**src/hdl/aqic_pkg.sv**
```systemverilog
// ----------------------------------------------------------------------------
// aqic_pkg
// Types, breakpoint tables and reciprocal constants for the AQI core.
// ----------------------------------------------------------------------------
package aqic_pkg;

   localparam int CONC_W      = 16;
   localparam int INDEX_W     = 10;
   localparam int TENTHS_W    = 20;
   localparam int DIFF_W      = 12;
   localparam int RISE_W      = 9;
   localparam int QUOT_W      = 9;
   localparam int NUM_W       = DIFF_W + RISE_W;
   localparam int RECIP_W     = 26;
   localparam int RECIP_SHIFT = 32;
   localparam int PRODUCT_W   = NUM_W + RECIP_W;
   localparam int BP_COUNT    = 7;
   localparam int SEG_COUNT   = BP_COUNT - 1;
   localparam int SEG_IDX_W   = 3;

   localparam logic [INDEX_W-1:0] INDEX_MAX = 10'd1000;

   // breakpoints in tenths of ug/m3
   localparam logic [TENTHS_W-1:0] FINE_BP [BP_COUNT] =
      '{20'd0, 20'd121, 20'd355, 20'd555, 20'd1505, 20'd2505, 20'd5000};
   localparam logic [TENTHS_W-1:0] COARSE_BP [BP_COUNT] =
      '{20'd0, 20'd550, 20'd1550, 20'd2550, 20'd3550, 20'd4250, 20'd6040};

   // segment start value and rise, both in hundredths (twice the AQI)
   localparam logic [INDEX_W-1:0] SEG_BASE [SEG_COUNT] =
      '{10'd0, 10'd100, 10'd200, 10'd300, 10'd400, 10'd600};
   localparam logic [RISE_W-1:0] SEG_RISE [SEG_COUNT] =
      '{9'd100, 9'd100, 9'd100, 9'd100, 9'd200, 9'd400};

   // ceil(2^32 / span); exact floor division for numerators below 2^20
   localparam logic [63:0] RECIP_NUM = 64'd1 << RECIP_SHIFT;
   localparam logic [RECIP_W-1:0] FINE_RECIP [SEG_COUNT] = '{
      RECIP_W'((RECIP_NUM + 64'd120) / 64'd121),
      RECIP_W'((RECIP_NUM + 64'd233) / 64'd234),
      RECIP_W'((RECIP_NUM + 64'd199) / 64'd200),
      RECIP_W'((RECIP_NUM + 64'd949) / 64'd950),
      RECIP_W'((RECIP_NUM + 64'd999) / 64'd1000),
      RECIP_W'((RECIP_NUM + 64'd2494) / 64'd2495)};
   localparam logic [RECIP_W-1:0] COARSE_RECIP [SEG_COUNT] = '{
      RECIP_W'((RECIP_NUM + 64'd549) / 64'd550),
      RECIP_W'((RECIP_NUM + 64'd999) / 64'd1000),
      RECIP_W'((RECIP_NUM + 64'd999) / 64'd1000),
      RECIP_W'((RECIP_NUM + 64'd999) / 64'd1000),
      RECIP_W'((RECIP_NUM + 64'd699) / 64'd700),
      RECIP_W'((RECIP_NUM + 64'd1789) / 64'd1790)};

   typedef struct packed {
      logic [CONC_W-1:0] pm25_conc;
      logic [CONC_W-1:0] pm10_conc;
   } aqic_req_type;

   typedef struct packed {
      logic [INDEX_W-1:0] combined_index;
      logic [INDEX_W-1:0] fine_index;
      logic [INDEX_W-1:0] coarse_index;
      logic               fine_over_range;
      logic               coarse_over_range;
   } aqic_rsp_type;

   typedef struct packed {
      logic               over;
      logic [INDEX_W-1:0] base;
      logic [RISE_W-1:0]  rise;
      logic [DIFF_W-1:0]  diff;
      logic [RECIP_W-1:0] recip;
   } aqic_seg_type;

   typedef struct packed {
      logic               over;
      logic [INDEX_W-1:0] base;
      logic [QUOT_W-1:0]  quot;
   } aqic_quot_type;

endpackage

```
**src/hdl/air_quality_index_calculator_core.sv**
```systemverilog
// ----------------------------------------------------------------------------
// air_quality_index_calculator_core
// PM2.5 / PM10 sub-indices by piecewise linear interpolation, 0..10 scale
// in hundredths, with saturation and over-range flags, and their maximum.
//
//   channel    ports                          handshake
//   request    req_data                       start, taken when !busy
//   response   rsp_data                       rsp_strobe, one cycle
//
// One request per cycle while not busy; each taken request passes through the
// segment select, multiply, reciprocal multiply and combine registers.
// busy is high only during reset. Synchronous reset clears the valid
// pipeline; data registers are not reset. Responses cannot be stalled.
// ----------------------------------------------------------------------------
module air_quality_index_calculator_core import aqic_pkg::*; (
   input  logic         clock,
   input  logic         reset,
   input  logic         start,
   output logic         busy,
   input  aqic_req_type req_data,
   output logic         rsp_strobe,
   output aqic_rsp_type rsp_data
);

   logic          req_valid;
   logic          seg_valid;
   aqic_seg_type  seg_fine, seg_coarse;
   logic          num_valid_ff;
   logic          quot_valid_ff;
   aqic_quot_type quot_fine, quot_coarse;
   logic          strobe_ff;
   aqic_rsp_type  rsp_ff, rsp_in;

   assign busy      = reset;
   assign req_valid = start && !busy;

   aqic_segment u_segment (
      .clock      (clock),
      .reset      (reset),
      .req_valid  (req_valid),
      .req        (req_data),
      .seg_valid  (seg_valid),
      .seg_fine   (seg_fine),
      .seg_coarse (seg_coarse)
   );

   aqic_divide u_divide_fine (
      .clock     (clock),
      .load_num  (seg_valid),
      .load_quot (num_valid_ff),
      .seg       (seg_fine),
      .quot      (quot_fine)
   );

   aqic_divide u_divide_coarse (
      .clock     (clock),
      .load_num  (seg_valid),
      .load_quot (num_valid_ff),
      .seg       (seg_coarse),
      .quot      (quot_coarse)
   );

   always_comb begin
      rsp_in.fine_over_range   = quot_fine.over;
      rsp_in.coarse_over_range = quot_coarse.over;
      rsp_in.fine_index   = quot_fine.over ? INDEX_MAX
                          : quot_fine.base + INDEX_W'(quot_fine.quot);
      rsp_in.coarse_index = quot_coarse.over ? INDEX_MAX
                          : quot_coarse.base + INDEX_W'(quot_coarse.quot);
      rsp_in.combined_index = (rsp_in.fine_index > rsp_in.coarse_index)
                            ? rsp_in.fine_index : rsp_in.coarse_index;
   end

   always_ff @(posedge clock) begin
      if (reset) begin
         num_valid_ff  <= 1'b0;
         quot_valid_ff <= 1'b0;
         strobe_ff     <= 1'b0;
      end else begin
         num_valid_ff  <= seg_valid;
         quot_valid_ff <= num_valid_ff;
         strobe_ff     <= quot_valid_ff;
      end
   end

   always_ff @(posedge clock) begin
      if (quot_valid_ff) begin
         rsp_ff <= rsp_in;
      end
   end

   assign rsp_strobe = strobe_ff;
   assign rsp_data   = rsp_ff;

endmodule

```
**src/hdl/aqic_segment.sv**
```systemverilog
// ----------------------------------------------------------------------------
// aqic_segment
// Stage 1: scales both concentrations to tenths, picks the breakpoint
// segment, and registers offset into the segment plus its constants.
// ----------------------------------------------------------------------------
module aqic_segment import aqic_pkg::*; (
   input  logic         clock,
   input  logic         reset,
   input  logic         req_valid,
   input  aqic_req_type req,
   output logic         seg_valid,
   output aqic_seg_type seg_fine,
   output aqic_seg_type seg_coarse
);

   logic         valid_ff;
   aqic_seg_type fine_ff, fine_in;
   aqic_seg_type coarse_ff, coarse_in;

   function automatic aqic_seg_type seg_lookup(input logic [CONC_W-1:0] conc,
                                               input logic coarse);
      logic [TENTHS_W-1:0]  c10;
      logic [TENTHS_W-1:0]  bp [BP_COUNT];
      logic [SEG_IDX_W-1:0] idx;
      aqic_seg_type         s;
      for (int i = 0; i < BP_COUNT; i++) begin
         bp[i] = coarse ? COARSE_BP[i] : FINE_BP[i];
      end
      c10 = TENTHS_W'({conc, 3'b000}) + TENTHS_W'({conc, 1'b0});
      // breakpoints rise, so the last one passed names the segment
      idx = '0;
      for (int i = 1; i < BP_COUNT - 1; i++) begin
         if (c10 >= bp[i]) begin
            idx = SEG_IDX_W'(i);
         end
      end
      s.over  = (c10 >= bp[BP_COUNT-1]);
      s.diff  = DIFF_W'(c10 - bp[idx]);
      s.rise  = SEG_RISE[idx];
      s.base  = SEG_BASE[idx];
      s.recip = coarse ? COARSE_RECIP[idx] : FINE_RECIP[idx];
      return s;
   endfunction

   always_comb begin
      fine_in   = seg_lookup(req.pm25_conc, 1'b0);
      coarse_in = seg_lookup(req.pm10_conc, 1'b1);
   end

   always_ff @(posedge clock) begin
      if (reset) begin
         valid_ff <= 1'b0;
      end else begin
         valid_ff <= req_valid;
      end
   end

   always_ff @(posedge clock) begin
      if (req_valid) begin
         fine_ff   <= fine_in;
         coarse_ff <= coarse_in;
      end
   end

   assign seg_valid  = valid_ff;
   assign seg_fine   = fine_ff;
   assign seg_coarse = coarse_ff;

endmodule

```
**src/hdl/aqic_divide.sv**
```systemverilog
// ----------------------------------------------------------------------------
// aqic_divide
// Stages 2 and 3 of one lane: rise * offset, then division by the segment
// span as a multiply by its reciprocal.
// ----------------------------------------------------------------------------
module aqic_divide import aqic_pkg::*; (
   input  logic          clock,
   input  logic          load_num,
   input  logic          load_quot,
   input  aqic_seg_type  seg,
   output aqic_quot_type quot
);

   logic [NUM_W-1:0]     num_ff, num_in;
   logic [RECIP_W-1:0]   recip_ff;
   logic [INDEX_W-1:0]   base_ff;
   logic                 over_ff;
   logic [PRODUCT_W-1:0] product;
   aqic_quot_type        quot_ff, quot_in;

   assign num_in  = NUM_W'(seg.rise) * NUM_W'(seg.diff);
   assign product = PRODUCT_W'(num_ff) * PRODUCT_W'(recip_ff);

   always_comb begin
      quot_in.over = over_ff;
      quot_in.base = base_ff;
      quot_in.quot = product[RECIP_SHIFT +: QUOT_W];
   end

   always_ff @(posedge clock) begin
      if (load_num) begin
         num_ff   <= num_in;
         recip_ff <= seg.recip;
         base_ff  <= seg.base;
         over_ff  <= seg.over;
      end
      if (load_quot) begin
         quot_ff <= quot_in;
      end
   end

   assign quot = quot_ff;

endmodule

```
**config.mk**
```make
export PLATFORM = sky130hd
export DESIGN_NAME = air_quality_index_calculator_core
export DESIGN_NICKNAME = d
export VERILOG_FILES = /design/src/hdl/aqic_pkg.sv /design/src/hdl/air_quality_index_calculator_core.sv /design/src/hdl/aqic_segment.sv /design/src/hdl/aqic_divide.sv
export SDC_FILE = /design/constraint.sdc
export NUM_CORES = 2
export LEC_CHECK = 0
export BUFFER_PORTS_ARGS = -buffer_cell sky130_fd_sc_hd__clkbuf_2
export CAP_MARGIN = 30
export CORE_ASPECT_RATIO = 1.5
export CORE_MARGIN = 4
export CORE_UTILIZATION = 35
export DETAILED_ROUTE_END_ITERATION = 6
export PLACE_DENSITY = 0.54
export SYNTH_ARGS = -nofsm -noshare
export SYNTH_HDL_FRONTEND = slang
export SYNTH_SLANG_ARGS = --single-unit
export TNS_END_PERCENT = 5
```
**constraint.sdc**
```tcl
create_clock -name clock -period 20.7 [get_ports clock]
set_clock_uncertainty 0.15 [all_clocks]
set_input_delay 2.07 -clock clock [delete_from_list [all_inputs] [get_ports clock]]
set_output_delay 2.07 -clock clock [all_outputs]
set_load 0.05 [all_outputs]
```
* Word-level counts from Yosys, hierarchy flattened
Memories as Yosys holds them, arrays and structs flattened. A register that Yosys moved wholly into a read port is not among the register bits.
Index checks and enable logic that the tools add are counted.
** Word-level totals
- Flip-flop bits (word level) :: 218
- Bits in latches :: 0
- Memory bits (writable) :: 0
- Memory bits (read-only) :: 1040
- Input bits :: 35
- Word-level logic and storage cells :: 81
- Memories kept :: 8
** Memories
- (name not given) :: depth 8, width 26, rd ports 1, clocked after memory_dff 1, wr ports 0, RTL line aqic_segment.sv:41 : s.recip = coarse ? COARSE_RECIP[idx] : FINE_RECIP[idx];
- (name not given) :: depth 8, width 26, rd ports 1, clocked after memory_dff 1, wr ports 0, RTL line aqic_segment.sv:41
- (name not given) :: depth 8, width 20, rd ports 1, clocked after memory_dff 0, wr ports 0, RTL line aqic_segment.sv:38 : s.diff = DIFF_W'(c10 - bp[idx]);
- (name not given) :: depth 8, width 20, rd ports 1, clocked after memory_dff 0, wr ports 0, RTL line aqic_segment.sv:38
- (name not given) :: depth 8, width 10, rd ports 1, clocked after memory_dff 1, wr ports 0, RTL line aqic_segment.sv:40 : s.base = SEG_BASE[idx];
- (name not given) :: depth 8, width 10, rd ports 1, clocked after memory_dff 1, wr ports 0, RTL line aqic_segment.sv:40
- 2 more memories
** Operators by class
- Add/subtract/negate cells :: 6
- Multiply operators :: 4
- Div/mod/pow operators :: 0
- Order comparisons :: 15
- Equal/unequal tests :: 0
- Shift-type cells :: 0
- Mux-type cells :: 17
- Bitwise logic cells :: 2
- Reduce and logical (&&, ||, !) cells :: 2
** Operators by type and width (count)
- multiplier 21 x 26 -> 41 bit :: 2
- >= comparator 20 x 12 -> 1 bit (second input constant) :: 3
- >= comparator 20 x 13 -> 1 bit (second input constant) :: 3
- 2-to-1 mux 12 bit :: 4
- multiplier 9 x 12 -> 21 bit :: 2
- adder 19 x 17 -> 20 bit :: 2
- >= comparator 20 x 10 -> 1 bit (second input constant) :: 2
- >= comparator 20 x 11 -> 1 bit (second input constant) :: 2
- 2-to-1 mux 10 bit :: 3
- subtractor 12 bit :: 2
- adder 10 x 9 -> 10 bit :: 2
- >= comparator 20 x 7 -> 1 bit (second input constant) :: 1
- >= comparator 20 x 9 -> 1 bit (second input constant) :: 1
- 2-to-1 mux 3 bit :: 4
- greater-than comparator 10 bit :: 1
- >= comparator 4 bit (second input constant) :: 2
- 2-to-1 mux 2 bit :: 4
- inverter 3 -> 4 bit :: 2
- 2-to-1 mux 1 bit :: 2
- logical AND 1 bit :: 1
- logical NOT 1 bit :: 1

* Depth between registers and ports, before layout
- Depth after elaboration :: 12
- Mapped depth :: 32
- Mapped depth without buffers :: 31

* By module
From an unflattened synthesis, not the netlist that was laid out.
** Second synthesis, totals
- Cells, all modules :: 5268
- Area total of the unflattened synthesis :: 51080.2 um^2
** By module, submodules not included
- aqic_divide at u_divide_coarse :: instances 1, cells each 2271, area an instance 21623.2 um^2
- aqic_divide at u_divide_fine :: instances 1, cells each 2230, area an instance 21484.4 um^2
- aqic_segment :: instances 1, cells each 559, area an instance 5675.4 um^2
- air_quality_index_calculator_core :: instances 1, cells each 208, area an instance 2297.2 um^2

* Worst setup path after synthesis
Ideal clock, no wire load.
- Path kind :: input-to-reg
- Start :: input req_data[0] (netlist bit)
- End :: register u_segment.coarse_ff, in the netlist u_segment.seg_coarse[37] (data pin)
- Library setup time :: 0.262 ns
- Arrival time :: 6.931 ns
- Data required time :: 20.288 ns
- Setup slack :: 13.357 ns
- Stages on the path :: 32
- Path buffers :: 1
- Cell sequence :: ha_1 inv_1 fa_1 nor2b_1 o21a_1 o21a_1 o211a_1 or2_4 xor2_2 a31oi_1 nor4b_4 inv_2 buf_6 nor2_2 inv_1 ha_1 inv_1 nor2_2 inv_1 ha_1 inv_1 fa_1 nand2_1 nand2_1 a21oi_1 o21ai_0 a21oi_1 o21ai_0 a21o_1 a21oi_1 xnor2_1 xnor2_1
** RTL lines
- start, declared :: RTL line air_quality_index_calculator_core.sv:20 : input aqic_req_type req_data,
- end signal, assigned :: RTL line aqic_segment.sv:61 : coarse_ff <= coarse_in;
- end, declared :: RTL line aqic_segment.sv:18 : aqic_seg_type coarse_ff, coarse_in;

* Worst setup path in the final report
- Start :: register u_divide_fine.num_ff[12]
- End :: register u_divide_fine.quot_ff, in the netlist u_divide_fine.quot[8] (data pin)
** Between the ends
- Cells in the longest elaborated chain, start to end :: 1
** Ends and longest elaborated chain
- start, declared :: RTL line aqic_divide.sv:14 : logic [NUM_W-1:0] num_ff, num_in;
- start signal, assigned :: RTL line aqic_divide.sv:32 : num_ff <= num_in;
- multiplier 21 x 26 -> 41 bit :: RTL line aqic_divide.sv:22 : assign product = PRODUCT_W'(num_ff) * PRODUCT_W'(recip_ff);
- named net u_divide_fine.product[40] :: RTL line aqic_divide.sv:18 : logic [PRODUCT_W-1:0] product;
- end signal, assigned :: RTL line aqic_divide.sv:38 : quot_ff <= quot_in;
- end, declared :: RTL line aqic_divide.sv:19 : aqic_quot_type quot_ff, quot_in;
The timed path passes the listed nets, and every way through them passes these cells.
A chain may end at the register's enable or synchronous reset.

==> metrics.md <==
| Metric | Value |
|---|---|
| Placed Area | `41,540 um2` |
| YS warnings | `0` |
| # nets final | `5,155` |
| Critical path peak fanout | `20` |
| Ant. Diodes | `0` |
| Max Slew Vio Count | `0` |
| Post-synth top area cell | `fa_1` |
| Core box area | `112,800 um2` |
| Total Wirelength | `98,970 um` |
| DR pass1 iterations | `5` |
| Worst-Skew Late Latency | `530 ps` |
| Die Y | `420.3 um` |
| Routed len/inst | `18.48 um` |
| Final period utilization | `0.3926` |
| Final Hold Viols | `0` |
| Total grt overflow | `0` |
| Fmax | `0.1230 GHz` |
| Utilization after layout | `0.3743` |
| Vias | `25,670` |
| Starting Density | `0.3517` |
| Critical path arrival | `8250 ps` |
| Vias in the first global route | `29,020` |
| Global-route wire length before repair | `159,200 um` |
| CTS Root Cell | `clkbuf_16` |
| Antenna-violating nets left | `0` |
| Crit start category | `flip-flop` |
| I/O Pins | `69` |
| Mapped Cells | `3,896` |
| Sequential cell area fraction in the yosys report | `0.1686` |
| Final TNS setup | `0 ps` |
| Unrepaired setup endpoints after global routing | `no` |
| Drc violations | `0` |
| Mapped Area | `39,670 um2` |
| Main synth FF type | `edfxtp_1` |
| Initial antenna violation count | `0` |
| Max-cap viol count | `0` |
| Clock buffer depth | `3` |
| Largest net degree at the start of global routing | `73` |
| DR iter-0 viols | `1,127` |
| GR met2 Demand/Resource | `0.3369` |
| CTS tree | `built` |
| Met3 usage | `0.01048` |
| TritonCTS Buffers | `20` |
| Die footprint | `118,900 um2` |
| Setup Crit Path Kind | `flip-flop to flip-flop` |
| Drt via density | `4.793` |
| Synth Register Bits | `224` |
| Clock sinks | `224` |
| CTS clk-pin slew, worst paths | `80 ps` |
| # resized after CTS | `0` |
| Slew HR | `0.3059` |
| Post-DP HPWL | `82,740 um` |
| Die span in x | `282.9 um` |
| Share of cells above drive strength 1 | `0.04024` |
| Grt peak-use layer | `met2` |
| WP data required | `20,830 ps` |
| CTS Hold Buffers Added | `0` |
| Site Rows | `151` |
| Setup Buffers After CTS | `0` |
| Worst-Margin Slew | `1041 ps` |
| Total GRT Usage | `0.1727` |
| Share of the synthesized area in the top cell type | `0.3760` |
| Synth cell types | `72` |
| Synth top area cells | `fa_1, edfxtp_1, ha_1` |
| Post-layout instance area | `42,220 um2` |
| CTS H-tree lvls | `1` |
| Crit. End Element | `flip-flop` |
| Post-layout min period | `8127 ps` |
| Buffers added on ports | `68` |
| Area grow syn2layout | `6.441%` |
| GPL Wtd Cong | `0.8779` |
| Ys async rst share | `0` |
| Mapped Nets | `5,162` |
| Final setup vio count | `0` |
| Avg Inst Size Synth | `10.18 um2` |
| Met1 Track Usage GR | `0.1965` |
| Outcome | `finished clean` |
| Post-synth EDFFs | `220` |
| Worst min-delay path class | `flip-flop to flip-flop` |
==> metal layers <==
layer,vias to the layer above,wire length (um)
met5,-,0
met4,0,3923
met3,176,2805
met2,478,54890
met1,13090,37350
li1,11920,-
==> metrics by stage <==
step           hold slack (ps)  setup slack [ps]  instances
6_report                 267.2             12570       5355
5_1_grt                  276.5             12180       5355
4_1_cts                  269.1             12480       5355
3_5_place_dp             254.5             12100       5320
3_3_place_gp             250.3             12090       5319
2_1_floorplan            250.3             13360       3896
==> worst max-delay path, cell delays in order, from the launching register on <==
cell and delay [ps]:
edfxtp_1 1040, nand2_1 270, fa_1 590, inv_1 60
fa_1 480, fa_1 620, fa_1 450, fa_1 510
fa_1 410, ha_1 280, ha_1 290, a21o_1 160
a21o_1 170, a211oi_1 230, o21ai_0 280, a21oi_1 680
o21ai_0 250, and2_1 250, a31o_2 280, o41ai_1 330
xnor2_1 110
==> synthesized netlist by cell type, drive strengths merged, types with 3 or more instances <==
cell type,n
a31o,5
o21a,10
and3,11
ha,486
or2,6
nand4,10
o211ai,7
a22o,3
fa,745
a221oi,3
xnor2,79
mux2i,3
clkbuf,109
a211o,3
xor2,29
mux2,9
o2111ai,3
a21o,34
nor3,29
o21bai,24
nor2b,31
o41ai,5
inv,945
a211oi,14
buf,5
o21ai,57
and2,379
a2111oi,4
a311oi,6
a31oi,7
or3,4
nand2,370
nor4,6
a21oi,81
a21boi,7
edfxtp,220
nand3,20
nor2,73
nor3b,4
dfxtp,4
nand2b,24
==> logic make-up (layout without fill, tap and decap cells) <==
group | count (synthesis) | after routing | share of synthesized area
AOI/OAI and AO/OA | 289 | 289 | 0.04924
xor gates and xnor gates | 108 | 108 | 0.02404
adders and majority gates | 1231 | 1231 | 0.5293
buffers and inverters | 1059 | 1065 | 0.1006
DFF | 224 | 224 | 0.1686
muxes | 12 | 12 | 0.003312
and+or+nand+nor | 973 | 973 | 0.1250
==> final cells by class <==
cell class / count / area (um2)
Clock buffer: 21 / 525.5
Inverter: 945 / 3547
Timing Repair Buffer: 85 / 488.0
Fill cell: 11240 / 70570
Clock inverter: 14 / 151.4
Tap cell: 1453 / 1818
Sequential cell: 224 / 6693
Multi-Input combinational cell: 2613 / 29000
==> path summary, 6_finish.rpt <==
path	end	cells past startpoint	slack, ps	start
max	u_divide_fine.quot[8]	20	12570	u_divide_fine.num_ff[12]
min reg2reg	u_divide_fine.recip_ff[1]	0	270	u_segment.seg_fine[1]
min	u_divide_fine.recip_ff[1]	0	270	u_segment.seg_fine[1]
max reg2reg	u_divide_fine.quot[8]	20	12570	u_divide_fine.num_ff[12]
==> registers in the layout, indices dropped and copies added (netlist names), 6 cells and up <==
name / cells
u_divide_coarse.recip_ff: 11
u_segment.seg_coarse: 30
u_segment.seg_fine: 42
u_divide_coarse.num_ff: 18
u_divide_fine.base_ff: 6
rsp_data: 32
u_divide_fine.quot: 17
u_divide_coarse.base_ff: 6
u_divide_coarse.quot: 17
u_divide_fine.num_ff: 19
u_divide_fine.recip_ff: 20
==> layout by cell type, fill, tap and decap left out, types with 28 or more instances in the layout <==
cell	synthesis	final
a21o_1	34	34
nor2b_1	31	30
ha_1	486	486
and2_1	379	379
edfxtp_1	220	220
xnor2_1	79	79
fa_1	745	745
a21oi_1	81	81
nor2_1	71	71
nor3_1	29	29
nand2_1	370	370
inv_1	942	942
xor2_1	28	28
clkbuf_2	0	68
o21ai_0	48	48
Power is not shown: default switching activity piles up to over one toggle a cycle in this logic, so the estimate is an artifact.
